### src/rtl/sgd_pkg.sv
package sgd_pkg;

    localparam logic [2:0] GESTURE_NONE  = 3'd0;
    localparam logic [2:0] GESTURE_RIGHT = 3'd1;
    localparam logic [2:0] GESTURE_LEFT  = 3'd2;
    localparam logic [2:0] GESTURE_DOWN  = 3'd3;
    localparam logic [2:0] GESTURE_UP    = 3'd4;

    localparam logic [1:0] AXIS_X = 2'd0;
    localparam logic [1:0] AXIS_Y = 2'd1;

    localparam logic [1:0] REG_H_THRESHOLD = 2'd0;
    localparam logic [1:0] REG_V_THRESHOLD = 2'd1;
    localparam logic [1:0] REG_COOLDOWN    = 2'd2;

    localparam logic [30:0] H_THRESHOLD_RESET = 31'd100;
    localparam logic [30:0] V_THRESHOLD_RESET = 31'd100;
    localparam logic [29:0] COOLDOWN_RESET    = 30'd300;

    typedef struct packed {
        logic [1:0]         axis_kind;
        logic signed [15:0] motion_delta;
        logic [31:0]        time_now;
    } sgd_in_t;

    typedef struct packed {
        logic [2:0] gesture_code;
        logic       consumed;
    } sgd_out_t;

endpackage

### src/rtl/swipe_gesture_detector.sv
// Swipe detector for relative pointer motion. X and Y motion beats are absorbed into
// saturating 32-bit per-axis sums; once a sum strictly exceeds its threshold outside the
// cooldown window after the last swipe, a direction is reported (right, left, down, up in
// that order of priority) and both sums clear. An elapsed time above twice the cooldown
// clears the sums before the new delta is added. Other events pass with code 0 and
// consumed 0. One beat is taken every clock unless the output stalls; each result passes
// from its input beat through the input register, then one pass of add/compare logic into the
// result register, and the state update sits in that same single pass, so successive
// beats carry no extra wait. Register writes take effect on the next clock.
module swipe_gesture_detector
    import sgd_pkg::*;
(
    input  logic        clk,
    input  logic        rst_n,
    input  logic        in_valid,
    output logic        in_stall,
    input  sgd_in_t     in_data,
    output logic        out_valid,
    input  logic        out_stall,
    output sgd_out_t    out_data,
    input  logic        cfg_we,
    input  logic [1:0]  cfg_index,
    input  logic [30:0] cfg_data
);

    logic [30:0] h_thr_reg;
    logic [30:0] v_thr_reg;
    logic [29:0] cooldown_reg;

    logic        in_valid_reg;
    sgd_in_t     in_data_reg;
    logic        out_valid_reg;
    sgd_out_t    out_data_reg;

    logic signed [31:0] sum_h_reg;
    logic signed [31:0] sum_v_reg;
    logic [31:0]        last_fire_reg;

    logic               advance;
    logic               work;
    logic               is_motion;
    logic               is_x;
    logic [31:0]        elapsed;
    logic               clear_sums;
    logic               cool_done;
    logic signed [31:0] base_h;
    logic signed [31:0] base_v;
    logic signed [31:0] add_in;
    logic signed [32:0] wide_sum;
    logic signed [31:0] sat_sum;
    logic signed [31:0] sum_h_next;
    logic signed [31:0] sum_v_next;
    logic signed [32:0] wide_h;
    logic signed [32:0] wide_v;
    logic signed [32:0] h_lim;
    logic signed [32:0] v_lim;
    logic [2:0]         code;
    sgd_out_t           result;

    assign advance  = !out_valid_reg || !out_stall;
    assign work     = in_valid_reg && advance;
    assign in_stall = in_valid_reg && !advance;

    assign out_valid = out_valid_reg;
    assign out_data  = out_data_reg;

    always_comb
    begin
        is_x      = (in_data_reg.axis_kind == AXIS_X);
        is_motion = is_x || (in_data_reg.axis_kind == AXIS_Y);
        elapsed   = in_data_reg.time_now - last_fire_reg;
        // doubled cooldown fits in 31 bits
        clear_sums = elapsed > {1'b0, cooldown_reg, 1'b0};
        cool_done  = elapsed >= {2'b00, cooldown_reg};

        base_h = clear_sums ? 32'sd0 : sum_h_reg;
        base_v = clear_sums ? 32'sd0 : sum_v_reg;
        add_in = is_x ? base_h : base_v;

        wide_sum = {add_in[31], add_in}
                 + {{17{in_data_reg.motion_delta[15]}}, in_data_reg.motion_delta};
        if (wide_sum[32] != wide_sum[31])
        begin
            sat_sum = wide_sum[32] ? {1'b1, 31'd0} : {1'b0, {31{1'b1}}};
        end
        else
        begin
            sat_sum = wide_sum[31:0];
        end

        sum_h_next = is_x ? sat_sum : base_h;
        sum_v_next = is_x ? base_v : sat_sum;

        wide_h = {sum_h_next[31], sum_h_next};
        wide_v = {sum_v_next[31], sum_v_next};
        h_lim  = {2'b00, h_thr_reg};
        v_lim  = {2'b00, v_thr_reg};

        code = GESTURE_NONE;
        if (cool_done)
        begin
            if (wide_h > h_lim)
            begin
                code = GESTURE_RIGHT;
            end
            else if (wide_h < -h_lim)
            begin
                code = GESTURE_LEFT;
            end
            else if (wide_v > v_lim)
            begin
                code = GESTURE_DOWN;
            end
            else if (wide_v < -v_lim)
            begin
                code = GESTURE_UP;
            end
        end

        result.gesture_code = is_motion ? code : GESTURE_NONE;
        result.consumed     = is_motion;
    end

    always_ff @(posedge clk or negedge rst_n)
    begin
        if (!rst_n)
        begin
            h_thr_reg    <= H_THRESHOLD_RESET;
            v_thr_reg    <= V_THRESHOLD_RESET;
            cooldown_reg <= COOLDOWN_RESET;
        end
        else if (cfg_we)
        begin
            case (cfg_index)
                REG_H_THRESHOLD: h_thr_reg    <= cfg_data;
                REG_V_THRESHOLD: v_thr_reg    <= cfg_data;
                REG_COOLDOWN:    cooldown_reg <= cfg_data[29:0];
                default:         ;
            endcase
        end
    end

    always_ff @(posedge clk or negedge rst_n)
    begin
        if (!rst_n)
        begin
            in_valid_reg  <= 1'b0;
            out_valid_reg <= 1'b0;
            sum_h_reg     <= 32'sd0;
            sum_v_reg     <= 32'sd0;
            last_fire_reg <= 32'd0;
        end
        else
        begin
            if (!in_stall)
            begin
                in_valid_reg <= in_valid;
            end
            if (advance)
            begin
                out_valid_reg <= in_valid_reg;
            end
            if (work && is_motion)
            begin
                if (code != GESTURE_NONE)
                begin
                    sum_h_reg     <= 32'sd0;
                    sum_v_reg     <= 32'sd0;
                    last_fire_reg <= in_data_reg.time_now;
                end
                else
                begin
                    sum_h_reg <= sum_h_next;
                    sum_v_reg <= sum_v_next;
                end
            end
        end
    end

    // payload registers
    always_ff @(posedge clk)
    begin
        if (in_valid && !in_stall)
        begin
            in_data_reg <= in_data;
        end
        if (work)
        begin
            out_data_reg <= result;
        end
    end

endmodule
### config.mk
export PLATFORM = sky130hd
export DESIGN_NAME = swipe_gesture_detector
export DESIGN_NICKNAME = d
export VERILOG_FILES = /design/src/rtl/sgd_pkg.sv /design/src/rtl/swipe_gesture_detector.sv
export SDC_FILE = /design/constraint.sdc
export NUM_CORES = 1
export LEC_CHECK = 0
export ABC_AREA = 1
export BUFFER_PORTS_ARGS = -buffer_cell sky130_fd_sc_hd__buf_4
export CAP_MARGIN = 20
export CORE_MARGIN = 2
export CORE_UTILIZATION = 60
export DETAILED_ROUTE_END_ITERATION = 8
export PLACE_DENSITY = 0.89
export SKIP_LAST_GASP = 1
export SYNTH_ARGS = -nofsm -noshare
export SYNTH_HDL_FRONTEND = slang
export SYNTH_SLANG_ARGS = --single-unit
### constraint.sdc
create_clock -name clk -period 23.7 [get_ports clk]
set_input_delay 1.185 -clock clk [delete_from_list [all_inputs] [get_ports clk]]
set_output_delay 1.185 -clock clk [all_outputs]
set_load 0.01 [all_outputs]
==> results of run 1 <==
==> final cells by class <==
class	instances	area [um^2]	share of cell area
inverter	331	1250	0.0571
multi-input combinational	1945	11800	0.541
tap	442	553	0.0254
clock buffer	38	820	0.0376
sequential	244	6390	0.293
timing repair buffer	102	817	0.0375
clock inverter	13	193	0.00884
==> tightest hold or removal path: stages (launching register included) <==
cell,delay (ps)
dfrtp_1,340
nand2_1,50
nand2_1,50
==> cell usage after synthesis (10+ instances only) <==
| master | n | area share |
|---|---|---|
| nand3_2 | 14 | 0.0071 |
| a21oi_1 | 157 | 0.040 |
| o21ai_0 | 205 | 0.052 |
| nand3_1 | 93 | 0.024 |
| o22ai_1 | 19 | 0.0060 |
| xnor2_1 | 19 | 0.0084 |
| xor2_1 | 88 | 0.039 |
| nand2_1 | 713 | 0.14 |
| o22ai_2 | 40 | 0.025 |
| o21ai_1 | 22 | 0.0056 |
| ha_1 | 251 | 0.16 |
| clkbuf_1 | 54 | 0.010 |
| edfxtp_1 | 54 | 0.082 |
| nand4_1 | 35 | 0.011 |
| nor2_1 | 152 | 0.029 |
| inv_1 | 324 | 0.061 |
| nor3_1 | 31 | 0.0078 |
| dfrtp_1 | 180 | 0.23 |
| o21a_1 | 11 | 0.0042 |
| buf_2 | 12 | 0.0030 |
| dfstp_2 | 10 | 0.013 |
==> logic make-up (layout without fill, tap and decap cells) <==
family	count (synthesis)	in the layout	synth area share
adder cells (fa/ha/maj)	253	253	0.161
flip-flops	244	244	0.323
buffers and inverters	413	484	0.0827
AND/OR/NAND/NOR	1082	1082	0.235
XOR/XNOR	107	107	0.0473
AO/OA/AOI/OAI	503	503	0.152
==> through the flow <==
stage	instance area, um^2	cells	total power, mW
global placement	20700	3061	2.09
floorplan	19800	2602	1.79
detailed placement	20700	3061	2.16
finish	21800	3115	2.66
global route	21800	3115	2.88
CTS	21700	3112	2.64
==> power groups by stage <==
| stage | clock network (mW) | registers (mW) | logic [mW] |
|---|---|---|---|
| 3_5_place_dp | 0 | 0.606 | 1.55 |
| 6_report | 0.469 | 0.601 | 1.59 |
| 3_3_place_gp | 0 | 0.601 | 1.49 |
| 4_1_cts | 0.476 | 0.600 | 1.56 |
| 2_1_floorplan | 0 | 0.588 | 1.21 |
| 5_1_grt | 0.492 | 0.611 | 1.78 |
==> metal layers <==
| metal | vias to the layer above | wire length, um |
|---|---|---|
| met5 | - | 0 |
| met4 | 0 | 2500 |
| met3 | 152 | 2730 |
| met2 | 561 | 25100 |
| met1 | 8342 | 21600 |
| li1 | 8735 | - |
==> final timing paths <==
check | start | endpoint | slack (ps) | cells past startpoint
worst max-delay path | in_data_reg[0] | sum_v_reg[8] | 12220 | 66
worst min-delay path | last_fire_reg[28] | last_fire_reg[28] | 470 | 2
max in group asynchronous | rst_n | sum_v_reg[7] | 21470 | 2
min in group asynchronous | rst_n | last_fire_reg[22] | 670 | 1
worst max register to register | in_data_reg[0] | sum_v_reg[8] | 12220 | 66
worst min register to register | last_fire_reg[28] | last_fire_reg[28] | 470 | 2
==> flow_summary.yaml, run 1 <==
drt:
  wl_per_cell_um: 16.7
  viasPerCell: 5.71
  drt_iter0_markers: 1204
  drc: 0
  via_count: 17800
  first_pass_iters: 7
  final_antenna_net_count: 0
  routed_wl_um: 51900
run_status:
  status: "finished clean"
clocking:
  clock_latency_ps: 580
  cts_buffers: 28
  clock_path_buffers: 3
  postCtsSetupBuffers: 0
  root_buffer: "clkbuf_16"
  hold_buffers: 0
  cts_tree: "built"
  clkSinkCount: 244
  htreeDepth: 1
  clk_pin_slew_ps: 60
  cts_resized: 0
worst_setup_path:
  crit_path_start_kind: "flop"
  cp_num_buf_inv: 9
  crit_family: "simple AND/OR/NAND/NOR gates"
  cp_slowest_cell: "buf_4"
  arrival_ps: 11890
  cpPeakStageDelay_ps: 790
  path_class: "reg2reg"
  cp-end-kind: "flop"
  required_ps: 24110
  path_max_fanout: 64
  critPathMostFrequentCell: "nand2_1"
grt:
  overflow: 0
  grt_pass1_wl_um: 83800
  grt_max_degree: 118
  use_met2: 0.529
  use_met3: 0.0372
  globalRouteMet1Util: 0.374
  top_usage_layer: "met2"
  antenna_found_initial: 0
  grt_usage: 0.303
  grt_pass1_vias: 17600
die:
  fp.dieArea_um2: 34500
  start_util: 0.608
  rows: 66
  die_y_um: 186
  coreArea_um2: 32500
  die_x_um: 186
  io_pins: 94
yosys:
  synthesis.area_um2: 19800
  ys.flop_type: "dfrtp_1"
  synth_cells: 2602
  avgSynthCellArea_um2: 7.61
  async_reset_ff_frac: 0.779
  yosysWarnings: 0
  ys_seq_area_frac: 0.323
  ys_ff_latch: 244
  synth_fp_nets: 2943
  synth.distinct_cells: 55
  synth_edf_count: 54
power_and_ir_drop:
  max-vdd-ir-drop_mv: 0.123
  clockPowerShare: 0.177
  power_density_nw_per_um2: 122
  p_seq_frac: 0.226
  p_leak_nw: 10.7
  switching_power_mw: 1.28
  intPower_mw: 1.37
  swShare: 0.483
  combPwrFrac: 0.597
job:
  max_cap_violations: 0
layout:
  diodes: 0
  design.final.nets: 2993
  mostFrequentLayoutCell: "nand2_1"
  syn_to_final_growth_pct: 10.2
  nFillCells: 2671
  drive_above_1_share: 0.0995
  post-route-util: 0.670
  largest_reg_flops: 50
  final_cell_mix: "nand2_1 (713), inv_1 (321), ha_1 (251)"
sta:
  layout_setup_ws_ps: 12220
  period_share: 0.484
  period_minus_slack_ps: 11480
  setup_violations: 0
  max_freq_mhz: 87.1
  hold-worst-slack_ps: 469
  slew_headroom: 0.338
  finalSetupTns_ps: 0
  fin_worst_skew_ps: 14.2
  rsz0062_at_grt: "false"
  worst_pin_slew_ps: 992
  slew_violations: 0
  hold_viol_final: 0
placement:
  portBuffers: 93
  place_ws_ps: 12410
  place.gp.congestion: 0.942
  place_hpwl_um: 40000
worst_hold_path:
  worstHoldPathType: "reg2reg"
Note: power is estimated with default switching activity, not from simulation.
==> inputs of run 2 (changes only) <==
--- a/config.mk
+++ b/config.mk
@@ -5,11 +5,11 @@
 export SDC_FILE = /design/constraint.sdc
 export NUM_CORES = 1
 export LEC_CHECK = 0
-export ABC_AREA = 1
+export ABC_AREA = 0
 export BUFFER_PORTS_ARGS = -buffer_cell sky130_fd_sc_hd__buf_4
 export CAP_MARGIN = 20
 export CORE_MARGIN = 2
-export CORE_UTILIZATION = 60
+export CORE_UTILIZATION = 57
 export DETAILED_ROUTE_END_ITERATION = 8
 export PLACE_DENSITY = 0.89
 export SKIP_LAST_GASP = 1
==> constraint.sdc (replaced) <==
create_clock -name clk -period 9.6 [get_ports clk]
set_input_delay 0.48 -clock clk [delete_from_list [all_inputs] [get_ports clk]]
set_output_delay 0.48 -clock clk [all_outputs]
set_load 0.01 [all_outputs]
==> flow_summary.yaml, run 2 <==
run_status:
  status: "finished with violations"
  violations: "design-rule violations, negative setup slack"
yosys:
  synth.distinct_cells: 76
  yosysTopAreaCellShare: 0.240
  synth-simple-area-share: 0.139
  ys.flop_type: "dfrtp_1"
  avgSynthCellArea_um2: 9.25
  yosysWarnings: 0
  ys_ff_latch: 244
  synth_top_family_by_area: "compound AO/OA/AOI/OAI gates"
  synthesis.area_um2: 18800
  yosysTopAreaCell: "dfrtp_1"
  synthAdderAreaFrac: 0.170
  synth_compound_area_frac: 0.197
  async_reset_ff_frac: 0.779
  synth_common_cells: "ha_1 (251), nand2_1 (234), dfrtp_1 (180)"
  synthMuxAreaShare: 0.0570
  synth_fp_nets: 2370
  synth_edf_count: 54
  synth_cells: 2029
  synth.most_common_cell: "ha_1"
  yosys-top-cells-area: "dfrtp_1 (24%), ha_1 (17%), edfxtp_1 (8.6%)"
  ys_seq_area_frac: 0.341
  synth-xor-area-share: 0.0476
clocking:
  hold_buffers: 0
  clkSinkCount: 244
  clock_path_buffers: 3
  cts_buffers: 28
  cts_tree: "built"
  root_buffer: "clkbuf_16"
  htreeDepth: 1
  clock_latency_ps: 590
  clk_pin_slew_ps: 60
layout:
  design.final.nets: 2849
  syn_to_final_growth_pct: 39.4
  final_cell_mix: "buf_4 (459), ha_1 (232), nand2_1 (230)"
  multiInputGateArea_um2: 13500
  nFillCells: 1794
  mostFrequentLayoutCell: "buf_4"
  seqCellArea_um2: 6390
  largest_reg_flops: 50
  drive_above_1_share: 0.358
die:
  io_pins: 94
  rows: 66
  die_x_um: 185
  coreArea_um2: 32500
  fp.dieArea_um2: 34400
  start_util: 0.578
  die_y_um: 185
placement:
  portBuffers: 93
  place.gp.congestion: 0.959
  place_hpwl_um: 43500
worst_setup_path:
  path_class: "reg2reg"
  cp_slowest_cell: "a21oi_1"
  path_max_fanout: 12
  critPathMostFrequentCell: "buf_4"
  cpPeakStageDelay_ps: 550
  required_ps: 10070
  arrival_ps: 11210
  cp-end-kind: "flop"
  crit_path_start_kind: "flop"
power_and_ir_drop:
  power_mw: 10.5
  p_leak_nw: 12.0
  max-vdd-ir-drop_mv: 0.324
  power_density_nw_per_um2: 400
grt:
  grt_pass1_wl_um: 101000
  grt_usage: 0.376
  grt_max_degree: 112
  grt_pass1_vias: 19700
  overflow: 0
  antenna_found_initial: 2
job:
  max_cap_violations: 0
sta:
  hold_viol_final: 0
  max_freq_mhz: 93.1
  rsz0062_at_grt: "true"
  slew_violations: 0
  period_share: 1.12
  slew_headroom: 0.275
  finalSetupTns_ps: -101100
  setup_violations: 99
  period_minus_slack_ps: 10740
  worst_pin_slew_ps: 1080
  fin_worst_skew_ps: 21.3
  layout_setup_ws_ps: -1140
drt:
  viasPerCell: 6.64
  final_antenna_net_count: 0
  routed_wl_um: 75200
  wl_per_cell_um: 25.3
  drc: 1
  first_pass_iters: 9
  via_count: 19700
  drt_iter0_markers: 2191
worst_hold_path:
  worstHoldPathType: "in2async"
-- run 2: cell types whose count changed after synthesis, sizes merged, moves of 50 or more --
cell,previous run,this run
nand2,722,234
inv,330,152
mux2,0,94
o21ai,229,137
nor2,162,84
nand3,109,34
xor2,88,19
xnor2,19,83
a21o,9,59
-- run 2: logic make-up (layout without fill, tap and decap cells) --
group | Yosys count | after routing
muxes | 95 | 95
buffers and inverters | 219 | 716
and+or+nand+nor | 549 | 552
other | 0 | 1
DFF | 244 | 244
AOI/OAI and AO/OA | 567 | 568
adders and majority gates | 253 | 253
xor gates and xnor gates | 102 | 102
-- run 2: cell type report --
type	instances	share of cell area
inverters	152	0.0218
repair buffers	512	0.163
multi-input cells	1570	0.515
flip-flops and latches	244	0.244
well taps	442	0.0212
clock inverters	18	0.00622
diodes	1	0.0000957
clock buffers	34	0.0284
-- run 2: power breakdown --
part	internal, mW	total (mW)	switching [mW]
Sequential	1.37	1.68	0.312
Combinational	3.58	7.69	4.11
Clock	0.607	1.09	0.482
-- run 2: timing repair --
item / CTS / global route
buffers inserted: 49 / 27
resized for setup: 269 / 170
setup endpoints to repair: 99 / 99
gates cloned: 10 / 4
pin swaps: 93 / 92
-- run 2: critical path, delay by kind of cell, from the launching register on --
family | cells | cell delay [ps]
compound gates | 22 | 4540
xor+xnor | 1 | 200
mux | 1 | 340
simple gates | 8 | 2060
fa+ha+maj | 4 | 1330
flops | 1 | 410
buf+inv | 10 | 1670
-- run 2: final timing paths --
check,start,endpoint,slack (ps),cells after the start
setup / recovery,in_data_reg[12],last_fire_reg[12],-1140,46
hold / removal,rst_n,cooldown_reg[22],10,1
setup reg to reg,in_data_reg[12],last_fire_reg[12],-1140,46
hold reg to reg,last_fire_reg[3],last_fire_reg[3],500,1
max in group asynchronous,rst_n,h_thr_reg[6],8370,3
min in group clk,in_data[18],in_data_reg[18],60,1
-- run 2: through the flow --
| step | area (um^2) | util | cells | hold WS [ps] | worst slack [ps] |
|---|---|---|---|---|---|
| global route | 26100 | 0.805 | 2972 | 46.8 | -1570 |
| detailed placement | 22200 | 0.685 | 2832 | 475 | -1830 |
| global placement | 22200 | 0.685 | 2832 | 467 | -1530 |
| floorplan | 18800 | - | 2029 | 184 | 55.9 |
| CTS | 24800 | 0.765 | 2942 | 36.3 | -71.5 |
| finish | 26100 | 0.806 | 2973 | 11.3 | -1140 |
-- run 2: per-layer routing --
| metal | up-vias | wire length, um | track usage |
|---|---|---|---|
| met4 | 6 | 8130 | 0.282 |
| met2 | 1502 | 33300 | 0.640 |
| li1 | 8421 | - | - |
| met5 | - | 60 | 0 |
| met3 | 641 | 8940 | 0.0751 |
| met1 | 9176 | 24700 | 0.416 |
